## src/design/dcv_pkg.sv

```systemverilog
// Package of shared types, codes and code tables for the DCT coefficient VLC decoder.
package dcv_pkg;

    typedef enum logic [3:0] {
        SUB_TOP,
        SUB_A,
        SUB_B,
        SUB_C,
        SUB_D,
        SUB_E,
        SUB_F,
        SUB_G,
        SUB_NONE
    } sub_t;

    typedef struct packed {
        logic [6:0] run;
        logic [5:0] mag;
        logic [4:0] len;
    } entry_t;

    localparam logic [6:0] RUN_EOB = 7'd64;
    localparam logic [6:0] RUN_ESC = 7'd65;

    function automatic entry_t ent(input int r, input int m, input int l);
        entry_t e;
        e.run = 7'(r);
        e.mag = 6'(m);
        e.len = 5'(l);
        return e;
    endfunction

    function automatic entry_t tb_top(input logic [3:0] i);
        entry_t e;
        case (i)
            4'd0: e = ent(0, 2, 4);
            4'd1: e = ent(2, 1, 4);
            4'd2, 4'd3: e = ent(1, 1, 3);
            4'd4, 4'd5, 4'd6, 4'd7: e = ent(64, 0, 2);
            default: e = ent(0, 1, 2);
        endcase
        return e;
    endfunction

    function automatic entry_t tb_a(input logic [5:0] i);
        entry_t e;
        case (i)
            6'd4, 6'd5: e = ent(2, 2, 7);
            6'd6, 6'd7: e = ent(9, 1, 7);
            6'd8, 6'd9: e = ent(0, 4, 7);
            6'd10, 6'd11: e = ent(8, 1, 7);
            6'd12, 6'd13, 6'd14, 6'd15: e = ent(7, 1, 6);
            6'd16, 6'd17, 6'd18, 6'd19: e = ent(6, 1, 6);
            6'd20, 6'd21, 6'd22, 6'd23: e = ent(1, 2, 6);
            6'd24, 6'd25, 6'd26, 6'd27: e = ent(5, 1, 6);
            6'd28: e = ent(13, 1, 8);
            6'd29: e = ent(0, 6, 8);
            6'd30: e = ent(12, 1, 8);
            6'd31: e = ent(11, 1, 8);
            6'd32: e = ent(3, 2, 8);
            6'd33: e = ent(1, 3, 8);
            6'd34: e = ent(0, 5, 8);
            6'd35: e = ent(10, 1, 8);
            6'd36, 6'd37, 6'd38, 6'd39, 6'd40, 6'd41, 6'd42, 6'd43:
                e = ent(0, 3, 5);
            6'd44, 6'd45, 6'd46, 6'd47, 6'd48, 6'd49, 6'd50, 6'd51:
                e = ent(4, 1, 5);
            6'd52, 6'd53, 6'd54, 6'd55, 6'd56, 6'd57, 6'd58, 6'd59:
                e = ent(3, 1, 5);
            default: e = ent(65, 0, 6);
        endcase
        return e;
    endfunction

    function automatic entry_t tb_b(input logic [2:0] i);
        entry_t e;
        case (i)
            3'd0: e = ent(16, 1, 10);
            3'd1: e = ent(5, 2, 10);
            3'd2: e = ent(0, 7, 10);
            3'd3: e = ent(2, 3, 10);
            3'd4: e = ent(1, 4, 10);
            3'd5: e = ent(15, 1, 10);
            3'd6: e = ent(14, 1, 10);
            default: e = ent(4, 2, 10);
        endcase
        return e;
    endfunction

    function automatic entry_t tb_c(input logic [3:0] i);
        entry_t e;
        case (i)
            4'd0: e = ent(0, 11, 12);
            4'd1: e = ent(8, 2, 12);
            4'd2: e = ent(4, 3, 12);
            4'd3: e = ent(0, 10, 12);
            4'd4: e = ent(2, 4, 12);
            4'd5: e = ent(7, 2, 12);
            4'd6: e = ent(21, 1, 12);
            4'd7: e = ent(20, 1, 12);
            4'd8: e = ent(0, 9, 12);
            4'd9: e = ent(19, 1, 12);
            4'd10: e = ent(18, 1, 12);
            4'd11: e = ent(1, 5, 12);
            4'd12: e = ent(3, 3, 12);
            4'd13: e = ent(0, 8, 12);
            4'd14: e = ent(6, 2, 12);
            default: e = ent(17, 1, 12);
        endcase
        return e;
    endfunction

    function automatic entry_t tb_d(input logic [3:0] i);
        entry_t e;
        case (i)
            4'd0: e = ent(10, 2, 13);
            4'd1: e = ent(9, 2, 13);
            4'd2: e = ent(5, 3, 13);
            4'd3: e = ent(3, 4, 13);
            4'd4: e = ent(2, 5, 13);
            4'd5: e = ent(1, 7, 13);
            4'd6: e = ent(1, 6, 13);
            4'd7: e = ent(0, 15, 13);
            4'd8: e = ent(0, 14, 13);
            4'd9: e = ent(0, 13, 13);
            4'd10: e = ent(0, 12, 13);
            4'd11: e = ent(26, 1, 13);
            4'd12: e = ent(25, 1, 13);
            4'd13: e = ent(24, 1, 13);
            4'd14: e = ent(23, 1, 13);
            default: e = ent(22, 1, 13);
        endcase
        return e;
    endfunction

    function automatic entry_t tb_e(input logic [3:0] i);
        entry_t e;
        e = ent(31 - int'(i), 0, 14);
        e.run = 7'd0;
        e.mag = 6'(31 - int'(i));
        return e;
    endfunction

    function automatic entry_t tb_f(input logic [3:0] i);
        entry_t e;
        case (i)
            4'd0: e = ent(0, 40, 15);
            4'd1: e = ent(0, 39, 15);
            4'd2: e = ent(0, 38, 15);
            4'd3: e = ent(0, 37, 15);
            4'd4: e = ent(0, 36, 15);
            4'd5: e = ent(0, 35, 15);
            4'd6: e = ent(0, 34, 15);
            4'd7: e = ent(0, 33, 15);
            4'd8: e = ent(0, 32, 15);
            4'd9: e = ent(1, 14, 15);
            4'd10: e = ent(1, 13, 15);
            4'd11: e = ent(1, 12, 15);
            4'd12: e = ent(1, 11, 15);
            4'd13: e = ent(1, 10, 15);
            4'd14: e = ent(1, 9, 15);
            default: e = ent(1, 8, 15);
        endcase
        return e;
    endfunction

    function automatic entry_t tb_g(input logic [3:0] i);
        entry_t e;
        case (i)
            4'd0: e = ent(1, 18, 16);
            4'd1: e = ent(1, 17, 16);
            4'd2: e = ent(1, 16, 16);
            4'd3: e = ent(1, 15, 16);
            4'd4: e = ent(6, 3, 16);
            4'd5: e = ent(16, 2, 16);
            4'd6: e = ent(15, 2, 16);
            4'd7: e = ent(14, 2, 16);
            4'd8: e = ent(13, 2, 16);
            4'd9: e = ent(12, 2, 16);
            4'd10: e = ent(11, 2, 16);
            4'd11: e = ent(31, 1, 16);
            4'd12: e = ent(30, 1, 16);
            4'd13: e = ent(29, 1, 16);
            4'd14: e = ent(28, 1, 16);
            default: e = ent(27, 1, 16);
        endcase
        return e;
    endfunction

endpackage

```

## src/design/dct_coeff_vlc_decoder.sv

```systemverilog
// Top level of the MPEG DCT coefficient VLC decoder (Table B-14, non-first form).
// Pipeline: three registered stages from input request to output request (classify, lookup, sign).
// Throughput: one code per cycle without output stalls; each stage advances when it is empty or its
// successor takes its request, so bubbles close up while the output stalls.
// Stalls: with all three stages full, an output stall halts the pipe and drops s_axis_tready.
// Reset: rst_n clears the stage valid bits only; payload registers are not reset.
module dct_coeff_vlc_decoder
(
    input  logic        clk,
    input  logic        rst_n,
    input  logic        s_axis_tvalid,
    output logic        s_axis_tready,
    input  logic [23:0] s_axis_tdata,  // [16:0] bit_window, [23:17] zero
    output logic        m_axis_tvalid,
    input  logic        m_axis_tready,
    output logic [23:0] m_axis_tdata,  // [6:0] run_length, [13:7] level_value, [18:14] bits_used
    output logic [0:0]  m_axis_tuser   // [0] code_invalid
);

    logic              v1_reg, v2_reg, v3_reg;
    logic              rdy1, rdy2, rdy3;
    logic [16:0]       win1_reg, win2_reg;
    dcv_pkg::sub_t     sub1_reg, sub_next;
    logic [5:0]        idx1_reg, idx_next;
    dcv_pkg::entry_t   ent2_reg, ent_next;
    logic              inv2_reg;
    logic [6:0]        run3_reg, run_next;
    logic [6:0]        lvl3_reg, lvl_next;
    logic [4:0]        bits3_reg, bits_next;
    logic              inv3_reg;
    logic [15:0]       code;
    logic [4:0]        sh;
    logic              neg;

    assign rdy3 = !v3_reg || m_axis_tready;
    assign rdy2 = !v2_reg || rdy3;
    assign rdy1 = !v1_reg || rdy2;
    assign s_axis_tready = rdy1;

    assign code = s_axis_tdata[16:1];

    always_comb
    begin
        sub_next = dcv_pkg::SUB_NONE;
        idx_next = 6'd0;
        if (code[15:14] != 2'd0)
        begin
            sub_next = dcv_pkg::SUB_TOP;
            idx_next = {2'b00, code[15:12] - 4'd4};
        end
        else if (code[13:10] != 4'd0)
        begin
            sub_next = dcv_pkg::SUB_A;
            idx_next = code[13:8] - 6'd4;
        end
        else if (code[9])
        begin
            sub_next = dcv_pkg::SUB_B;
            idx_next = {3'b000, code[8:6]};
        end
        else if (code[8])
        begin
            sub_next = dcv_pkg::SUB_C;
            idx_next = {2'b00, code[7:4]};
        end
        else if (code[7])
        begin
            sub_next = dcv_pkg::SUB_D;
            idx_next = {2'b00, code[6:3]};
        end
        else if (code[6])
        begin
            sub_next = dcv_pkg::SUB_E;
            idx_next = {2'b00, code[5:2]};
        end
        else if (code[5])
        begin
            sub_next = dcv_pkg::SUB_F;
            idx_next = {2'b00, code[4:1]};
        end
        else if (code[4])
        begin
            sub_next = dcv_pkg::SUB_G;
            idx_next = {2'b00, code[3:0]};
        end
    end

    dcv_table u_table
    (
        .sub   (sub1_reg),
        .idx   (idx1_reg),
        .entry (ent_next)
    );

    always_comb
    begin
        sh        = 5'd16 - ent2_reg.len;
        neg       = !ent2_reg.run[6] && win2_reg[sh[3:0]];
        run_next  = ent2_reg.run;
        lvl_next  = neg ? (7'd0 - {1'b0, ent2_reg.mag}) : {1'b0, ent2_reg.mag};
        bits_next = ent2_reg.run[6] ? ent2_reg.len : ent2_reg.len + 5'd1;
    end

    always_ff @(posedge clk or negedge rst_n)
    begin
        if (!rst_n)
        begin
            v1_reg <= 1'b0;
            v2_reg <= 1'b0;
            v3_reg <= 1'b0;
        end
        else
        begin
            if (rdy1)
            begin
                v1_reg <= s_axis_tvalid;
            end
            if (rdy2)
            begin
                v2_reg <= v1_reg;
            end
            if (rdy3)
            begin
                v3_reg <= v2_reg;
            end
        end
    end

    always_ff @(posedge clk)
    begin
        if (rdy1 && s_axis_tvalid)
        begin
            win1_reg <= s_axis_tdata[16:0];
            sub1_reg <= sub_next;
            idx1_reg <= idx_next;
        end
        if (rdy2 && v1_reg)
        begin
            win2_reg <= win1_reg;
            ent2_reg <= ent_next;
            inv2_reg <= (sub1_reg == dcv_pkg::SUB_NONE);
        end
        if (rdy3 && v2_reg)
        begin
            run3_reg  <= run_next;
            lvl3_reg  <= lvl_next;
            bits3_reg <= bits_next;
            inv3_reg  <= inv2_reg;
        end
    end

    assign m_axis_tvalid = v3_reg;
    assign m_axis_tdata  = {5'd0, bits3_reg, lvl3_reg, run3_reg};
    assign m_axis_tuser  = inv3_reg;

    a_invalid_form: assert property (@(posedge clk) disable iff (!rst_n)
        (m_axis_tvalid && inv3_reg) |->
            (run3_reg == dcv_pkg::RUN_EOB && bits3_reg == 5'd1 && lvl3_reg == 7'd0))
        else $error("invalid window result malformed");

    a_escape_len: assert property (@(posedge clk) disable iff (!rst_n)
        (m_axis_tvalid && run3_reg == dcv_pkg::RUN_ESC) |->
            (bits3_reg == 5'd6 && lvl3_reg == 7'd0 && !inv3_reg))
        else $error("escape result malformed");

    a_level_run: assert property (@(posedge clk) disable iff (!rst_n)
        (m_axis_tvalid && lvl3_reg != 7'd0) |-> (!run3_reg[6] && bits3_reg >= 5'd3))
        else $error("nonzero level on a special code");

    a_stage_hold: assert property (@(posedge clk) disable iff (!rst_n)
        (v2_reg && !rdy3) |=> (v2_reg && $stable(ent2_reg) && $stable(win2_reg)))
        else $error("lookup stage lost its request under stall");

endmodule

```

## src/design/dcv_table.sv

```systemverilog
// Sub-table lookup: run, level magnitude and code length for a selected sub-table entry.
module dcv_table
(
    input  dcv_pkg::sub_t   sub,
    input  logic [5:0]      idx,
    output dcv_pkg::entry_t entry
);

    always_comb
    begin
        case (sub)
            dcv_pkg::SUB_TOP: entry = dcv_pkg::tb_top(idx[3:0]);
            dcv_pkg::SUB_A:   entry = dcv_pkg::tb_a(idx);
            dcv_pkg::SUB_B:   entry = dcv_pkg::tb_b(idx[2:0]);
            dcv_pkg::SUB_C:   entry = dcv_pkg::tb_c(idx[3:0]);
            dcv_pkg::SUB_D:   entry = dcv_pkg::tb_d(idx[3:0]);
            dcv_pkg::SUB_E:   entry = dcv_pkg::tb_e(idx[3:0]);
            dcv_pkg::SUB_F:   entry = dcv_pkg::tb_f(idx[3:0]);
            dcv_pkg::SUB_G:   entry = dcv_pkg::tb_g(idx[3:0]);
            default:          entry = dcv_pkg::ent(64, 0, 1);
        endcase
    end

endmodule
```

## config.mk

```make
export PLATFORM = sky130hd
export DESIGN_NAME = dct_coeff_vlc_decoder
export DESIGN_NICKNAME = d
export VERILOG_FILES = /design/src/design/dcv_pkg.sv /design/src/design/dct_coeff_vlc_decoder.sv /design/src/design/dcv_table.sv
export SDC_FILE = /design/constraint.sdc
export NUM_CORES = 1
export LEC_CHECK = 0
export BUFFER_PORTS_ARGS = -buffer_cell sky130_fd_sc_hd__buf_4
export CAP_MARGIN = 20
export CORE_MARGIN = 3
export CORE_UTILIZATION = 33
export DETAILED_ROUTE_END_ITERATION = 10
export PLACE_DENSITY = 0.45
export REMOVE_ABC_BUFFERS = 1
export SLEW_MARGIN = 20
export SYNTH_ARGS = -nofsm -noshare
export SYNTH_HDL_FRONTEND = slang
export SYNTH_SLANG_ARGS = --single-unit
```

## constraint.sdc

```tcl
create_clock -name clk -period 3.3 [get_ports clk]
set_clock_uncertainty 0.1 [all_clocks]
set_input_delay 0.99 -clock clk [delete_from_list [all_inputs] [get_ports clk]]
set_output_delay 0.99 -clock clk [all_outputs]
set_load 0.02 [all_outputs]
```

Word level (Yosys, flattened, before mapping) --
Memories as Yosys holds them, arrays and structs flattened. A register that Yosys moved wholly into a read port is not among the register bits. Cells that the tools add are included.
Storage, ports and cells: output and inout bits 27, memories kept 6, bits in read-only memories 1376, bits in registers 84, logic and storage cells 92, input bits 28
Memories:
- (name not given) | words 64, bits a word 12, read ports 1, clocked after Yosys merged registers in 0, wr ports 0, RTL line dcv_pkg.sv:47 | case (i)
- (name not given) | words 16, bits a word 10, read ports 1, clocked after Yosys merged registers in 1, wr ports 0, RTL line dcv_pkg.sv:169 | case (i)
- (name not given) | words 16, bits a word 9, read ports 1, clocked after Yosys merged registers in 1, wr ports 0, RTL line dcv_pkg.sv:92 | case (i)
- (name not given) | words 16, bits a word 9, read ports 1, clocked after Yosys merged registers in 1, wr ports 0, RTL line dcv_pkg.sv:115 | case (i)
- (name not given) | words 16, bits a word 6, read ports 1, clocked after Yosys merged registers in 1, wr ports 0, RTL line dcv_pkg.sv:146 | case (i)
- (name not given) | words 8, bits a word 8, read ports 1, clocked after Yosys merged registers in 1, wr ports 0, RTL line dcv_pkg.sv:35 | case (i)
Cells by class: reduce and logical (&&, ||, !) cells 18, add/subtract/negate cells 6, $lt $le $gt $ge 1, eq/ne operators 14, muxes and demuxes 27
Operator list (number):
- $pmux 18 s8 | 1
- $pmux 16 s7 | 1
- $mux 4 | 12
- $mux 18 | 1
- $eq 4x3->1 const B | 4
- $mux 3 | 4
- $mux 6 | 2
- $eq 3x3->1 const B | 3
- $eq 4x2->1 const B | 2
- $reduce_or 7->1 | 1
- $sub 1x6->7 const A | 1
- $eq 3x2->1 const B | 2
- $lt 4x6->1 const B | 1
- $sub 5x4->6 const A | 1
- $sub 6x3->6 const B | 1
- $add 5x1->5 const B | 1
- $mux 5 | 1
- $bmux 1 s4 | 1
- $eq 4x1->1 const B | 1
- $eq 4x4->1 const B | 1
- $logic_and 1x1->1 | 4
- $logic_not 1->1 | 4
- $logic_not 4->1 | 1
- $mux 2 | 2
- other kinds (10) | 13

Depth between registers and ports, before layout --
Gate-level depths: netlist (run 1).
word-level depth 9, mapped depth 12, gate-level depth less buffers 10

Modules after synthesis --
From an unflattened synthesis (run 1), not the netlist that was laid out.
Second synthesis, totals: cells, all modules 489, area, all modules 5117.4 um^2
Modules (own cells, without submodules):
- dct_coeff_vlc_decoder | sequential area each 2507.4 um^2, instances 1, cells an instance 212, area an instance 3427.0 um^2
- dcv_table | sequential area each 0.0 um^2, instances 1, cells an instance 277, area an instance 1690.4 um^2

Worst setup path before layout (run 1) --
OpenSTA, ideal clock, no wires.
path type input to register, from in m_axis_tready, to reg with a tool-made name, library setup time 0.119 ns, buffers on the path 2, required time 3.081 ns, arrival time 3.057 ns, cell stages on the path 11, path slack 0.025 ns, cells stage by stage nand4b_1 -> nand2_1 -> inv_2 -> nor2_1 -> a31o_2 -> buf_6 -> ha_1 -> buf_2 -> and2_1 -> nor3_2 -> a21oi_2
RTL lines:
- start: declaration | RTL line dct_coeff_vlc_decoder.sv:15 | input logic m_axis_tready,

==> impl_metrics.sql, run 1 <==
INSERT INTO impl_metrics (metric_group, metric, value, unit) VALUES
('run_status', 'status', 'complete, no violations', ''),
('clock_tree', 'cts-buffers-inserted', '17', ''),
('clock_tree', 'clock_sink_count', '122', ''),
('place', 'post-place-ws', '-169.8', 'ps'),
('layout', 'stdcell_count', '852', ''),
('sta', 'final-max-slew-violation-count', '0', ''),
('power', 'leakagePower', '2.818', 'nW'),
('route', 'drt_pre_antenna_iters', '5', ''),
('die', 'boundaryPins', '55', ''),
('clock_tree', 'h-tree-depth', '4', ''),
('die', 'die_width', '141.7', 'um'),
('clock_tree', 'clock-root-buffer', 'clkbuf_16', ''),
('yosys', 'synthDominantAreaCellType', 'edfxtp_1', ''),
('clock_tree', 'tritoncts', 'built', ''),
('clock_tree', 'post-cts-setup-buffer-count', '0', ''),
('setup_path', 'cp_data_arrival_time', '3300', 'ps'),
('setup_path', 'critical-path-slowest-cell', 'ha_1', ''),
('layout', 'final_layout_size_suffix_gt1_share', '22.33', '%'),
('power', 'power_density', '640.6', 'nW/um^2'),
('grt', 'grt_pass1_vias', '4217', ''),
('clock_tree', 'cts_resized', '0', ''),
('sta', 'fin_tns_setup', '0', 'ps'),
('layout', 'seqCellArea', '3248', 'um^2'),
('layout', 'antenna_cells_inserted', '0', ''),
('power', 'peakVddDrop', '0.0003845', 'V'),
('place', 'place_inst', '820', ''),
('route', 'wl', '14950', 'um'),
('grt', 'grt_start_max_net_pins', '35', ''),
('sta', 'max-slew-margin-rel', '48.43', '%'),
('layout', 'multi_input_area', '2532', 'um^2'),
('grt', 'globalRouteOverflowTotal', '0', ''),
('yosys', 'synth.yosys.seq_area_share', '53.47', '%'),
('place', 'number_of_port_buffers', '41', ''),
('setup_path', 'cp_max_fo', '7', ''),
('yosys', 'mappedNetlistArea', '6075', 'um^2'),
('sta', 'timing.final.hold_violations', '0', ''),
('route', 'via_total_after_detailed_routing', '4399', ''),
('clock_tree', 'worstSkewPairLatency', '420', 'ps'),
('setup_path', 'crit_type', 'in -> reg', ''),
('flow_run', 'cap_violations', '0', ''),
('grt', 'global_route.usage.total', '15.58', '%'),
('layout', 'syn_to_final_growth', '21.01', '%'),
('setup_path', 'critical_path.endpoint_type', 'flip-flop', ''),
('setup_path', 'critPathLaunchType', 'input port', ''),
('die', 'start_util', '34.40', '%'),
('clock_tree', 'clk_pin_slew_worst_paths', '60', 'ps'),
('layout', 'fillers', '1701', ''),
('yosys', 'synth_top_cells_by_area', 'edfxtp_1 (39%), dfxtp_1 (13%), ha_1 (4.3%)', ''),
('setup_path', 'critical_path.cell_chain', 'buf_4 > inv_1 > ha_1 > or3b_4 > nor2_2 > o211ai_1 > a31o_2 > ha_1 > o311ai_1 > buf_4', ''),
('yosys', 'synth_seq_cells', '122', ''),
('die', 'fp.dieH', '141.7', 'um'),
('sta', 'grt_setup_unrepaired', 'no', ''),
('place', 'detailedPlacementHpwl', '11030', 'um'),
('power', 'finalPower', '4.709', 'mW'),
('yosys', 'dominantRegCellSynth', 'edfxtp_1', ''),
('grt', 'grt_first_pass_wirelength', '24020', 'um'),
('route', 'post_drt_via_cell_ratio', '5.163', ''),
('yosys', 'yosysWarnings', '0', ''),
('sta', 'setup_slack', '255.5', 'ps'),
('route', 'detail_route.drc_violations', '0', ''),
('sta', 'setup_violations', '0', ''),
('sta', 'achievable-frequency', '0.3285', 'GHz'),
('clock_tree', 'cts.hold.buffers_added', '0', ''),
('route', 'first_iter_violations', '361', ''),
('yosys', 'synthDistinctLibCells', '77', ''),
('yosys', 'post_synth_inst_count', '550', ''),
('die', 'row_count', '48', ''),
('sta', 'post-route-period-util', '92.26', '%'),
('yosys', 'avg_inst_size_synth', '11.04', 'um^2'),
('setup_path', 'crit_buf_inv', '3', ''),
('setup_path', 'crit_path_max_incr_delay', '420', 'ps');
-- power breakdown --
| part | switching [mW] | internal (mW) |
|---|---|---|
| combinational | 0.477 | 0.352 |
| sequential | 0.103 | 1.86 |
| clock | 0.662 | 1.26 |
| total | 1.24 | 3.47 |
-- per-stage QoR --
| stage | hold WS [ps] | util, % | cell area [um^2] |
|---|---|---|---|
| 2_1_floorplan | 300.3 | - | 5868 |
| 3_3_place_gp | 305.9 | 38.17 | 6740 |
| 3_5_place_dp | 304.5 | 38.17 | 6740 |
| 4_1_cts | 228.0 | 41.63 | 7351 |
| 5_1_grt | 225.9 | 41.63 | 7351 |
| 6_report | 249.1 | 41.63 | 7351 |
-- kinds of logic after synthesis --
kind of cell	count (synthesis)	synth area share [%]
AND/OR/NAND/NOR	177	14.60
flip-flops	122	53.47
adder cells (fa/ha/maj)	21	4.325
AO/OA/AOI/OAI	143	16.91
buffers and inverters	59	5.149
other	1	0.06173
XOR/XNOR	11	1.586
multiplexers	16	3.893
-- layout by cell type (no fill, tap or decap), drive strengths merged, types with 7 or more instances in the layout --
master,synthesis,final
o211ai,7,7
buf,22,77
a21oi,34,34
a22oi,11,11
nand2b,8,8
nor3,16,16
o22ai,7,7
nand3,9,9
nand2,52,52
clkbuf,15,20
dfxtp,40,40
o21ai,28,28
nor2,51,51
edfxtp,79,79
xnor2,11,11
inv,20,20
nor2b,7,7
clkinv,2,8
ha,21,21
-- synthesized netlist by cell type (all sizes together) (3+ instances only) --
master,count
a31o,5
clkbuf,15
and2,4
edfxtp,79
nor2,51
nand2b,8
nor2b,7
o32ai,5
ha,21
and3,5
nand3b,3
inv,20
o22ai,7
o221ai,4
xnor2,11
a21o,5
nor3,16
a31oi,5
a221oi,5
mux2,5
buf,22
o211ai,7
o311ai,3
or3,5
mux4,5
o21ai,28
nor4b,3
nor3b,4
nand3,9
nand4b,3
mux2i,6
a211oi,5
a21oi,34
dfrtp,3
o31ai,3
a22oi,11
a211o,3
dfxtp,40
nand2,52
nor4,3
-- final timing paths --
check,cells past startpoint,slack (ps),from,to
min in group clk,0,320,win1_reg[14],win2_reg[14]
worst min-delay path,1,250,rst_n,v2_reg
worst min register to register,0,320,win1_reg[14],win2_reg[14]
max in group asynchronous,1,2750,rst_n,v1_reg
worst max-delay path,10,260,s_axis_tdata[11],flip-flop
worst max register to register,7,780,idx1_reg[3],flip-flop
-- layer usage --
layer	vias to the layer above	track usage (%)	wire, um
li1	2169	-	-
met1	2074	23.13	7359
met2	144	22.37	6625
met3	12	3.472	801
met4	0	5.354	159
met5	-	0	0
-- cell type report --
type / instances / area share (%)
clock buffer: 20 / 5.940
multi-input combinational: 374 / 34.45
inverter: 22 / 1.191
tap: 225 / 3.830
timing repair buffer: 77 / 8.034
sequential: 122 / 44.19
clock inverter: 12 / 2.366
No activity file was read; power rests on OpenSTA's default activity.
==> inputs of run 2 (changes only) <==
--- a/config.mk
+++ b/config.mk
@@ -10,9 +10,10 @@
 export CORE_MARGIN = 3
 export CORE_UTILIZATION = 33
 export DETAILED_ROUTE_END_ITERATION = 10
-export PLACE_DENSITY = 0.45
+export PLACE_DENSITY = 0.46
 export REMOVE_ABC_BUFFERS = 1
 export SLEW_MARGIN = 20
 export SYNTH_ARGS = -nofsm -noshare
 export SYNTH_HDL_FRONTEND = slang
+export SYNTH_HIERARCHICAL = 1
 export SYNTH_SLANG_ARGS = --single-unit
==> impl_metrics.sql, run 2 <==
INSERT INTO impl_metrics (metric_group, metric, value, unit) VALUES
('yosys', 'synthDominantAreaCellType', 'edfxtp_1', ''),
('grt', 'global_route.usage.total', '14.86', '%'),
('flow_run', 'cap_violations', '0', ''),
('yosys', 'synthDistinctLibCells', '69', ''),
('yosys', 'synth_seq_cells', '84', ''),
('place', 'detailedPlacementHpwl', '8658', 'um'),
('clock_tree', 'clock_sink_count', '84', ''),
('layout', 'layout.cells.most_common_list', 'edfxtp_1 (81), buf_4 (55), o21ai_0 (41), a21oi_1 (37), nand2_1 (36)', ''),
('place', 'number_of_port_buffers', '42', ''),
('yosys', 'yosysWarnings', '6', ''),
('grt', 'grt_start_max_net_pins', '45', ''),
('worst_hold_path', 'hold-path-cell-count', '0', ''),
('clock_tree', 'post-cts-setup-buffer-count', '0', ''),
('setup_path', 'critical_path_required', '2210', 'ps'),
('yosys', 'synth_top_cells_by_area', 'edfxtp_1 (48%), ha_1 (4.2%), o21ai_0 (4.0%)', ''),
('layout', 'final_nets', '566', ''),
('place', 'place_inst', '694', ''),
('setup_path', 'critical_path.endpoint_type', 'primary output', ''),
('clock_tree', 'cts_resized', '0', ''),
('layout', 'syn_to_final_growth', '15.55', '%'),
('setup_path', 'r2r_end', 'ent2_reg[6]', ''),
('route', 'detail_route.drc_violations', '0', ''),
('layout', 'post-route-cell-area', '5913', 'um^2'),
('clock_tree', 'worstSkewPairLatency', '340', 'ps'),
('layout', 'stdcell_count', '710', ''),
('sta', 'worst_hold_slack', '318.3', 'ps'),
('sta', 'timing.final.crit_period', '2633', 'ps'),
('yosys', 'synth.yosys.seq_area_share', '49.00', '%'),
('clock_tree', 'cts-buffers-inserted', '9', ''),
('sta', 'post-route-period-util', '79.79', '%'),
('power', 'finalPower', '3.135', 'mW'),
('yosys', 'dominantRegCellSynth', 'edfxtp_1', ''),
('setup_path', 'ff2ff_setup_slack', '740', 'ps'),
('route', 'via_total_after_detailed_routing', '3874', ''),
('power', 'power_density', '530.1', 'nW/um^2'),
('setup_path', 'cp_data_arrival_time', '1540', 'ps'),
('sta', 'final-max-slew-violation-count', '0', ''),
('layout', 'final_layout_size_suffix_gt1_share', '16.73', '%'),
('route', 'final_antenna_net_count', '0', ''),
('clock_tree', 'cts.hold.buffers_added', '0', ''),
('setup_path', 'r2r-start', 'sub1_reg[1]', ''),
('sta', 'setup_slack', '666.9', 'ps'),
('clock_tree', 'clk_pin_slew_worst_paths', '60', 'ps'),
('route', 'post_drt_via_cell_ratio', '5.456', ''),
('layout', 'fillers', '1453', ''),
('worst_hold_path', 'worst_hold_path.endpoint', 'm_axis_tuser', ''),
('yosys', 'avg_inst_size_synth', '10.47', 'um^2'),
('die', 'fp.dieArea', '17040', 'um^2'),
('yosys', 'synth_edf_count', '81', ''),
('run_status', 'status', 'complete, no violations', ''),
('sta', 'achievable-frequency', '0.3798', 'GHz'),
('yosys', 'post_synth_inst_count', '489', ''),
('clock_tree', 'clock-root-buffer', 'clkbuf_16', ''),
('place', 'post-place-ws', '590.0', 'ps'),
('setup_path', 'crit_type', 'in -> out', ''),
('grt', 'globalRouteOverflowTotal', '0', ''),
('worst_hold_path', 'hold_class', 'reg -> reg', ''),
('power', 'leakagePower', '2.158', 'nW'),
('die', 'fp.dieH', '130.5', 'um'),
('sta', 'timing.final.hold_violations', '0', ''),
('place', 'placed_area', '5565', 'um^2'),
('die', 'die_width', '130.5', 'um'),
('die', 'start_util', '34.43', '%'),
('route', 'first_iter_violations', '227', ''),
('setup_path', 'cp_max_fo', '3', ''),
('layout', 'antenna_cells_inserted', '0', ''),
('yosys', 'synth-async-reset-ratio', '3.571', '%'),
('route', 'drt_pre_antenna_iters', '5', ''),
('grt', 'grt_first_pass_wirelength', '19870', 'um'),
('layout', 'share_of_the_core_filled_with_cells_in_the_final_layout', '39.78', '%'),
('clock_tree', 'cts.path.max_buffers', '2', ''),
('setup_path', 'critPathLaunchType', 'input port', ''),
('grt', 'antenna_violations_before_repair', '0', ''),
('route', 'wl', '12110', 'um'),
('yosys', 'synth_top_area_share', '47.53', '%'),
('sta', 'setup_violations', '0', ''),
('die', 'boundaryPins', '55', ''),
('setup_path', 'r2r_cells', '5', ''),
('place', 'gpl.final_weighted_congestion', '0.9033', ''),
('route', 'wl_per_cell', '17.05', 'um'),
('power', 'peakVddDrop', '0.0002485', 'V'),
('yosys', 'post-synth-top-count-cell', 'edfxtp_1', ''),
('clock_tree', 'h-tree-depth', '3', ''),
('yosys', 'synth_top_cells_by_count', 'edfxtp_1 (81), o21ai_0 (41), a21oi_1 (37)', ''),
('sta', 'grt_setup_unrepaired', 'no', ''),
('grt', 'grt_pass1_vias', '3723', ''),
('die', 'core_area', '14860', 'um^2'),
('yosys', 'mappedNetlistArea', '5117', 'um^2'),
('sta', 'fin_tns_setup', '0', 'ps'),
('sta', 'tightestPinTransition', '856.1', 'ps'),
('clock_tree', 'tritoncts', 'built', ''),
('sta', 'max-slew-margin-rel', '42.93', '%'),
('layout', 'mostFrequentLayoutCell', 'edfxtp_1', ''),
('worst_hold_path', 'holdCritStartpoint', 'inv2_reg', ''),
('die', 'row_count', '44', '');
==> run 2: cell count changes in the layout (fill, tap and decap cells not counted), sizes merged, moves of 6 or more <==
| cell | change |
|---|---|
| nor2b | +6 |
| a22oi | -8 |
| clkbuf | -11 |
| o21ai | +13 |
| nand2 | -16 |
| clkinv | -7 |
| nor2 | -19 |
| xor2 | +7 |
| dfxtp | -40 |
| buf | -21 |
==> run 2: cell families after synthesis <==
| kind of cell | after synthesis | synth area share, % |
|---|---|---|
| mux | 14 | 4.181 |
| xor+xnor | 13 | 2.372 |
| other cells | 2 | 0.1468 |
| buf+inv | 59 | 5.966 |
| simple gates | 158 | 16.58 |
| compound gates | 142 | 17.60 |
| fa+ha+maj | 17 | 4.156 |
| flops | 84 | 49.00 |
==> run 2: per-layer routing <==
metal	part of all wire [%]	up-vias	global-route usage (%)
met5	0	-	0
met4	1.5	0	5.203
met3	7.0	14	3.577
met1	47	1833	21.56
met2	44	146	21.68
li1	-	1881	-
==> run 2: area by class of cell <==
cell class	count	area (um^2)	area share [%]
Tap cell	184	230.2	3.893
Clock inverter	7	121.4	2.052
Sequential cell	84	2507	42.40
Clock buffer	9	225.2	3.809
Timing Repair Buffer	56	432.9	7.321
Multi-Input combinational cell	350	2321	39.25
Inverter	20	75.07	1.270
==> run 2: worst max path at each step <==
stage | startpoint | end | slack [ps] | cells after the start
detailed placement | m_axis_tready | idx1_reg[0] | 590 | 4
CTS | m_axis_tready | s_axis_tready | 650 | 4
floorplan | idx1_reg[2] | run_next[2] | 230 | 6
global placement | m_axis_tready | idx1_reg[0] | 630 | 4
global route | idx1_reg[3] | ent2_reg[6] | 580 | 6
finish | m_axis_tready | s_axis_tready | 670 | 4
==> run 2: power by group <==
part | switching, mW | total (mW) | internal (mW) | leakage, nW
Sequential | 0.0674 | 1.38 | 1.31 | 0.825
Combinational | 0.365 | 0.614 | 0.248 | 1.16
Clock | 0.397 | 1.14 | 0.745 | 0.171
==> run 2: critical path: stages <==
cell	delay (ps)
buf_4	110
nor2b_1	130
nand3_1	130
buf_4	180
